`src/salc_pkg.sv`:
```
// Package for the set-associative LRU cache: geometry constants, address
// split and the command/status structs between controller and datapath.
// No dependencies.
`default_nettype none

package salc_pkg;

    localparam int WAYS       = 4;
    localparam int ADDR_W     = 11;
    localparam int TAG_W      = 5;
    localparam int SET_W      = 3;
    localparam int OFF_W      = 3;
    localparam int SETS       = 1 << SET_W;
    localparam int LINE_BYTES = 1 << OFF_W;
    localparam int MEM_DEPTH  = 1 << ADDR_W;
    localparam int BYTE_W     = 8;
    localparam int CNT_W      = 32;

    localparam int WAY_W  = (WAYS > 1) ? $clog2(WAYS) : 1;
    localparam int RANK_W = (WAYS > 1) ? $clog2(WAYS) : 1;
    localparam int LINE_IDX_W = SET_W + WAY_W + OFF_W;
    localparam int LINE_DEPTH = 1 << LINE_IDX_W;

    // stream payload widths
    localparam int IN_DATA_W  = ((ADDR_W + BYTE_W + 7) / 8) * 8;
    localparam int OUT_DATA_W = ((BYTE_W + 2 * CNT_W + 7) / 8) * 8;

    typedef logic [WAYS-1:0][RANK_W-1:0] t_rank_row;
    typedef logic [WAYS-1:0][TAG_W-1:0]  t_tag_row;

    typedef struct packed {
        logic              load;
        logic              lookup;
        logic              hit_upd;
        logic              alloc;
        logic              fill;
        logic              emit;
        logic              clear;
        logic [OFF_W-1:0]  fill_off;
        logic [ADDR_W-1:0] clr_addr;
    } t_cmd;

    typedef struct packed {
        logic is_write;
        logic hit_now;
        logic out_busy;
    } t_stat;

endpackage

`default_nettype wire

```
`src/salc_ctrl.sv`:
```
// Controller state machine for the LRU cache: clearing pass, lookup,
// allocate and refill sequencing. Uses salc_pkg.
`default_nettype none

module salc_ctrl (
    input  wire            i_clk,
    input  wire            i_rst_n,
    input  wire            i_in_valid,
    output logic           o_in_ready,
    input  salc_pkg::t_stat i_stat,
    output salc_pkg::t_cmd  o_cmd
);
    import salc_pkg::*;

    typedef enum logic [6:0] {
        S_CLEAR  = 7'b0000001,
        S_IDLE   = 7'b0000010,
        S_LOOKUP = 7'b0000100,
        S_HIT    = 7'b0001000,
        S_ALLOC  = 7'b0010000,
        S_FILL   = 7'b0100000,
        S_DONE   = 7'b1000000
    } t_state;

    t_state            r_state, n_state;
    logic [ADDR_W-1:0] r_clr_cnt, n_clr_cnt;
    logic [OFF_W-1:0]  r_fill_cnt, n_fill_cnt;

    always_ff @(posedge i_clk) begin
        if (!i_rst_n) begin
            r_state    <= S_CLEAR;
            r_clr_cnt  <= '0;
            r_fill_cnt <= '0;
        end else begin
            r_state    <= n_state;
            r_clr_cnt  <= n_clr_cnt;
            r_fill_cnt <= n_fill_cnt;
        end
    end

    always_comb begin
        n_state    = r_state;
        n_clr_cnt  = r_clr_cnt;
        n_fill_cnt = r_fill_cnt;
        o_in_ready = 1'b0;
        o_cmd      = '0;
        o_cmd.fill_off = r_fill_cnt;
        o_cmd.clr_addr = r_clr_cnt;
        case (r_state)
            S_CLEAR: begin
                o_cmd.clear = 1'b1;
                n_clr_cnt   = r_clr_cnt + 1'b1;
                if (r_clr_cnt == {ADDR_W{1'b1}}) begin
                    n_state = S_IDLE;
                end
            end
            S_IDLE: begin
                o_in_ready = 1'b1;
                if (i_in_valid) begin
                    o_cmd.load = 1'b1;
                    n_state    = S_LOOKUP;
                end
            end
            S_LOOKUP: begin
                o_cmd.lookup = 1'b1;
                if (i_stat.is_write || !i_stat.hit_now) begin
                    n_state = S_ALLOC;
                end else begin
                    n_state = S_HIT;
                end
            end
            S_HIT: begin
                o_cmd.hit_upd = 1'b1;
                n_state       = S_DONE;
            end
            S_ALLOC: begin
                o_cmd.alloc = 1'b1;
                n_fill_cnt  = '0;
                n_state     = S_FILL;
            end
            S_FILL: begin
                o_cmd.fill = 1'b1;
                n_fill_cnt = r_fill_cnt + 1'b1;
                if (r_fill_cnt == OFF_W'(LINE_BYTES - 1)) begin
                    n_state = S_DONE;
                end
            end
            S_DONE: begin
                // result waits here until the output register is free
                if (!i_stat.out_busy) begin
                    o_cmd.emit = 1'b1;
                    n_state    = S_IDLE;
                end
            end
            default: begin
                n_state = S_CLEAR;
            end
        endcase
    end

    a_accept_to_lookup: assert property (@(posedge i_clk) disable iff (!i_rst_n)
        (i_in_valid && o_in_ready) |=> (r_state == S_LOOKUP))
        else $error("accepted item did not start a lookup");

    a_fill_ends: assert property (@(posedge i_clk) disable iff (!i_rst_n)
        (r_state == S_FILL && r_fill_cnt == OFF_W'(LINE_BYTES - 1)) |=> (r_state == S_DONE))
        else $error("line refill did not finish after the last byte");

endmodule

`default_nettype wire

```
`config.mk`:
```
export PLATFORM = sky130hd
export DESIGN_NAME = salc_ctrl
export DESIGN_NICKNAME = d
export VERILOG_FILES = /design/src/salc_pkg.sv /design/src/salc_ctrl.sv
export SDC_FILE = /design/constraint.sdc
export NUM_CORES = 1
export LEC_CHECK = 0
export ABC_CLOCK_PERIOD_IN_PS = 1500
export BUFFER_PORTS_ARGS = -buffer_cell sky130_fd_sc_hd__buf_4
export CORE_MARGIN = 4
export CORE_UTILIZATION = 45
export CTS_CLUSTER_SIZE = 12
export DETAILED_ROUTE_END_ITERATION = 10
export GPL_TIMING_DRIVEN = 0
export PLACE_DENSITY = 0.71
export SETUP_SLACK_MARGIN = 0.05
export SYNTH_ARGS = -nofsm -noshare
export SYNTH_HDL_FRONTEND = slang
export SYNTH_SLANG_ARGS = --single-unit
export TNS_END_PERCENT = 1
```
`constraint.sdc`:
```
create_clock -name i_clk -period 1.5 [get_ports i_clk]
set_input_delay 0.225 -clock i_clk [delete_from_list [all_inputs] [get_ports i_clk]]
set_output_delay 0.225 -clock i_clk [all_outputs]
set_load 0.01 [all_outputs]
```
### Word-level counts from Yosys, hierarchy flattened

Cells that the tools add are included.

* bits of input ports: 6
* ROM bits: 0
* memory bits (writable): 0
* logic and storage cells: 39
* bits in latches: 0
* output and inout bits: 22
* register bits: 21
* memories: 0

* bitwise gates (word level): 0
* div/mod/pow operators: 0
* mux-type cells: 17
* $mul: 0
* shift-type cells: 0
* equal/unequal tests: 13
* $lt $le $gt $ge: 0
* add/sub/neg operators: 2
* reductions and logical operators: 4

Operators by type and width (count)
* case mux 7 bit (7 select lines): 1
* 2-to-1 mux 7 bit: 4
* adder 11 x 1 -> 11 bit, second input constant: 1
* equality test 11 bit, second input constant: 1
* 2-to-1 mux 1 bit: 10
* != test 2 bit, second input constant: 4
* equality test 7 x 1 -> 1 bit, second input constant: 1
* equality test 7 x 2 -> 1 bit, second input constant: 1
* equality test 7 x 3 -> 1 bit, second input constant: 1
* equality test 7 x 4 -> 1 bit, second input constant: 1
* equality test 7 x 5 -> 1 bit, second input constant: 1
* equality test 7 x 6 -> 1 bit, second input constant: 1
* equality test 7 bit, second input constant: 1
* case mux 3 bit (2 select lines): 1
* 2-to-1 mux 5 bit: 1
* AND reduction 4 bit: 1
* adder 3 x 1 -> 3 bit, second input constant: 1
* equality test 3 bit, second input constant: 1
* nonzero test 2 bit: 1
* logical NOT 1 bit: 1
* logical OR 1 bit: 1

### Longest topological paths before layout

* word-level depth: 4
* gate-level depth with buffers: 7
* depth with buffers taken out: 6

### Worst setup path before layout

Ideal clock, no wire load.

* kind: reg-to-reg
* from: register r_clr_cnt[0]
* to: register r_clr_cnt[8]
* required time: 1.430 ns
* stages on the path, launching flop included: 6
* clock period less this slack: 1.627 ns
* path buffers: 0
* data arrival time: 1.557 ns
* library setup time: 0.070 ns
* setup slack: -0.127 ns
* path through: dfxtp_1 > ha_1 > nand2_1 > or2_2 > or4_1 > a21oi_1

* word-level cells in the longest chain between the ends: 1

RTL lines
* start, declared: RTL line salc_ctrl.sv:26 `logic [ADDR_W-1:0] r_clr_cnt, n_clr_cnt;`
* start signal, assigned: RTL line salc_ctrl.sv:36 `r_clr_cnt <= n_clr_cnt;`
* adder 11 x 1 -> 11 bit: RTL line salc_ctrl.sv:52 `n_clr_cnt = r_clr_cnt + 1'b1;`

Every way passes these cells.
A chain may end at the register's enable or synchronous reset.

==> flow_metrics.tcl <==
set metrics [dict create \
    drt_first_iter_violations 53 \
    drive_gt1_frac 0.439 \
    rows 18 \
    port_buffers 27 \
    cts_tree "yes" \
    grt.busiest_layer "met2" \
    vias_per_cell 5.66 \
    routed_wl_microns 3340 \
    seqPwrFrac 0.379 \
    areaGrowthSynthToFinish_pct 44.7 \
    drc 0 \
    start_kind "register" \
    clock_power_share 0.156 \
    p_per_area_mw_per_mm2 976 \
    p_total_mw 1.74 \
    r2r_slack_ns -0.14 \
    ff2ff_path_depth 5 \
    htreeDepth 1 \
    yosysMostFrequentCell "dfxtp_1" \
    clk_path_buf_depth 2 \
    antenna_cells 0 \
    setup_tns_ns -2.26 \
    wl_per_cell_microns 14.8 \
    dp_hpwl_microns 2220 \
    syn_nets 159 \
    fin_crit_sh 1.16 \
    clk_pin_slew_ns 0.12 \
    cts.sinks 21 \
    fin_skew_ns 0.00843 \
    worst_slew_pin_slew_ns 0.371 \
    crit_path_max_fanout 8 \
    root_buffer "clkbuf_4" \
    cp-end-kind "output port" \
    rsz0062_at_grt "true" \
    cap_violations 0 \
    met2_usage 0.336 \
    die_y_microns 60.3 \
    setup_viol 16 \
    p_switching_mw 0.602 \
    fmax_mhz 576 \
    grt_overflow 0 \
    arrival_ns 1.51 \
    syn_inst 150 \
    netlist_area_sq_mm 0.00123 \
    violations "negative setup slack" \
    hp-class "input port to register" \
    p_sw_frac 0.347 \
    core_area_sq_mm 0.00254 \
    grt_max_degree 12 \
    grt_pass1_vias 1262 \
    worstSetupPathType "register to output port" \
    timing.final.ws_setup_ns -0.237 \
    met3_usage 0.0410 \
    vias 1279 \
    post_synth_num_cell_types 41 \
    die_w_microns 60.3 \
    holdPathStages 3 \
    grt_pass1_wl_microns 5520 \
    yosysTopAreaCellShare 0.342 \
    synth_edf_count 0 \
    finalMaxSlewViolations 0 \
    clk_latency_ns 0.30 \
    ys.flop_type "dfxtp_1" \
    min_period_ns 1.74 \
    syn_area_per_cell_sq_um 8.20 \
    gr-usage-met1 0.259 \
    intPower_mw 1.13 \
    cts_buffers 3 \
    ant_nets 0 \
    gp_congestion 0.876 \
    status "finished, violations left" \
    pin_count 28 \
    antenna_found_initial 0 \
    yosys_warnings 0 \
    relSlewSlack 0.753 \
    track_usage 0.199 \
    critPathRequiredTime_ns 1.27 \
    ir_drop_v 0.000838 \
    power_frac_comb 0.465 \
    ys_ff_latch 21 \
    yosys.area.top_type "dfxtp_1" \
    finalHoldViolations 0 \
    holdWs_ns 0.167 \
    final_nets 206 \
    leakage_nw 0.807 \
    drtPass1Iterations 4 \
    initial_core_util 0.483 \
    synth_common_cells "21 x dfxtp_1, 14 x nand2_1, 11 x a21oi_1, 11 x nor2_1, 10 x inv_1" \
    async_reset_ff_frac 0 \
    synthTopCellsByArea "dfxtp_1 34%, a21oi_1 4.5%, nand2_1 4.3%" \
    ys_seq_area_frac 0.342 \
    die_area_sq_mm 0.00363 \
]
==> metal layers <==
| metal | share of wire | up-vias |
|---|---|---|
| met5 | 0 | - |
| met4 | 0.015 | 0 |
| met3 | 0.060 | 4 |
| met1 | 0.44 | 608 |
| met2 | 0.49 | 35 |
| li1 | - | 632 |
==> placed cells by master (no fill, tap or decap), types with 6 or more instances in the layout <==
cell type / instances
buf_6: 10
dfxtp_2: 7
inv_1: 9
a21oi_1: 11
nor2_1: 11
buf_4: 36
o21ai_0: 6
xor2_1: 6
nand2_1: 13
dfxtp_1: 12
==> sequential cells by signal, summed over array words and instances (netlist names) <==
| name | flops |
|---|---|
| r_state | 7 |
| r_clr_cnt | 11 |
| r_fill_cnt | 3 |
==> power groups by stage <==
stage / sequential [mW] / combinational [mW] / clock (mW)
after floorplan: 0.664 / 0.425 / 0
after global placement: 0.659 / 0.572 / 0
after detailed placement: 0.662 / 0.586 / 0
after CTS: 0.654 / 0.736 / 0.279
after global routing: 0.663 / 0.884 / 0.295
final: 0.658 / 0.807 / 0.271
==> cell type report <==
| cell class | instances | area, sq um |
|---|---|---|
| Multi-Input combinational cell | 111 | 803 |
| Fill cell | 199 | 766 |
| Sequential cell | 21 | 437 |
| Timing Repair Buffer | 44 | 360 |
| Buffer | 6 | 75.1 |
| Inverter | 10 | 40.0 |
| Tap cell | 30 | 37.5 |
| Clock buffer | 4 | 26.3 |
==> what timing repair did <==
| item | in CTS | in global routing |
|---|---|---|
| pin swaps | 12 | 9 |
| resized for setup | 24 | 18 |
| endpoints found under the setup margin | 25 | 25 |
| buffers inserted | 13 | 4 |
| hold buffers | 0 | 0 |
==> worst paths after layout <==
| check | from | end |
|---|---|---|
| worst max-delay path | r_state[0] | o_cmd[20] |
| worst min-delay path | i_stat[2] | r_state[3] |
| worst max register to register | r_state[3] | r_clr_cnt[10] |
| worst min register to register | r_clr_cnt[1] | r_clr_cnt[1] |
==> per-stage QoR <==
stage	setup slack [ns]	utilization	cell area, sq um	std cells
after global placement	-0.189	0.588	1500	207
after global routing	-0.316	0.699	1780	226
after detailed placement	-0.266	0.588	1500	207
final	-0.237	0.699	1780	226
after floorplan	-0.00860	-	1260	150
after CTS	-0.235	0.668	1700	223
==> critical path, cell delays in order (launching register included) <==
cell     delay [ns]
dfxtp_2        0.34
buf_8          0.13
nor4_4         0.27
nand3_1        0.13
inv_1          0.10
and2_4         0.14
buf_6          0.09
==> cells by family (layout without fill, tap and decap cells) <==
family          Yosys count  count (layout)  synth area share
compound gates           33              33             0.174
xor+xnor                  7               7            0.0498
fa+ha+maj                 3               3            0.0305
buf+inv                  18              64            0.0865
flops                    21              21             0.342
simple gates             68              68             0.317
(Power assumes the default switching activity.)
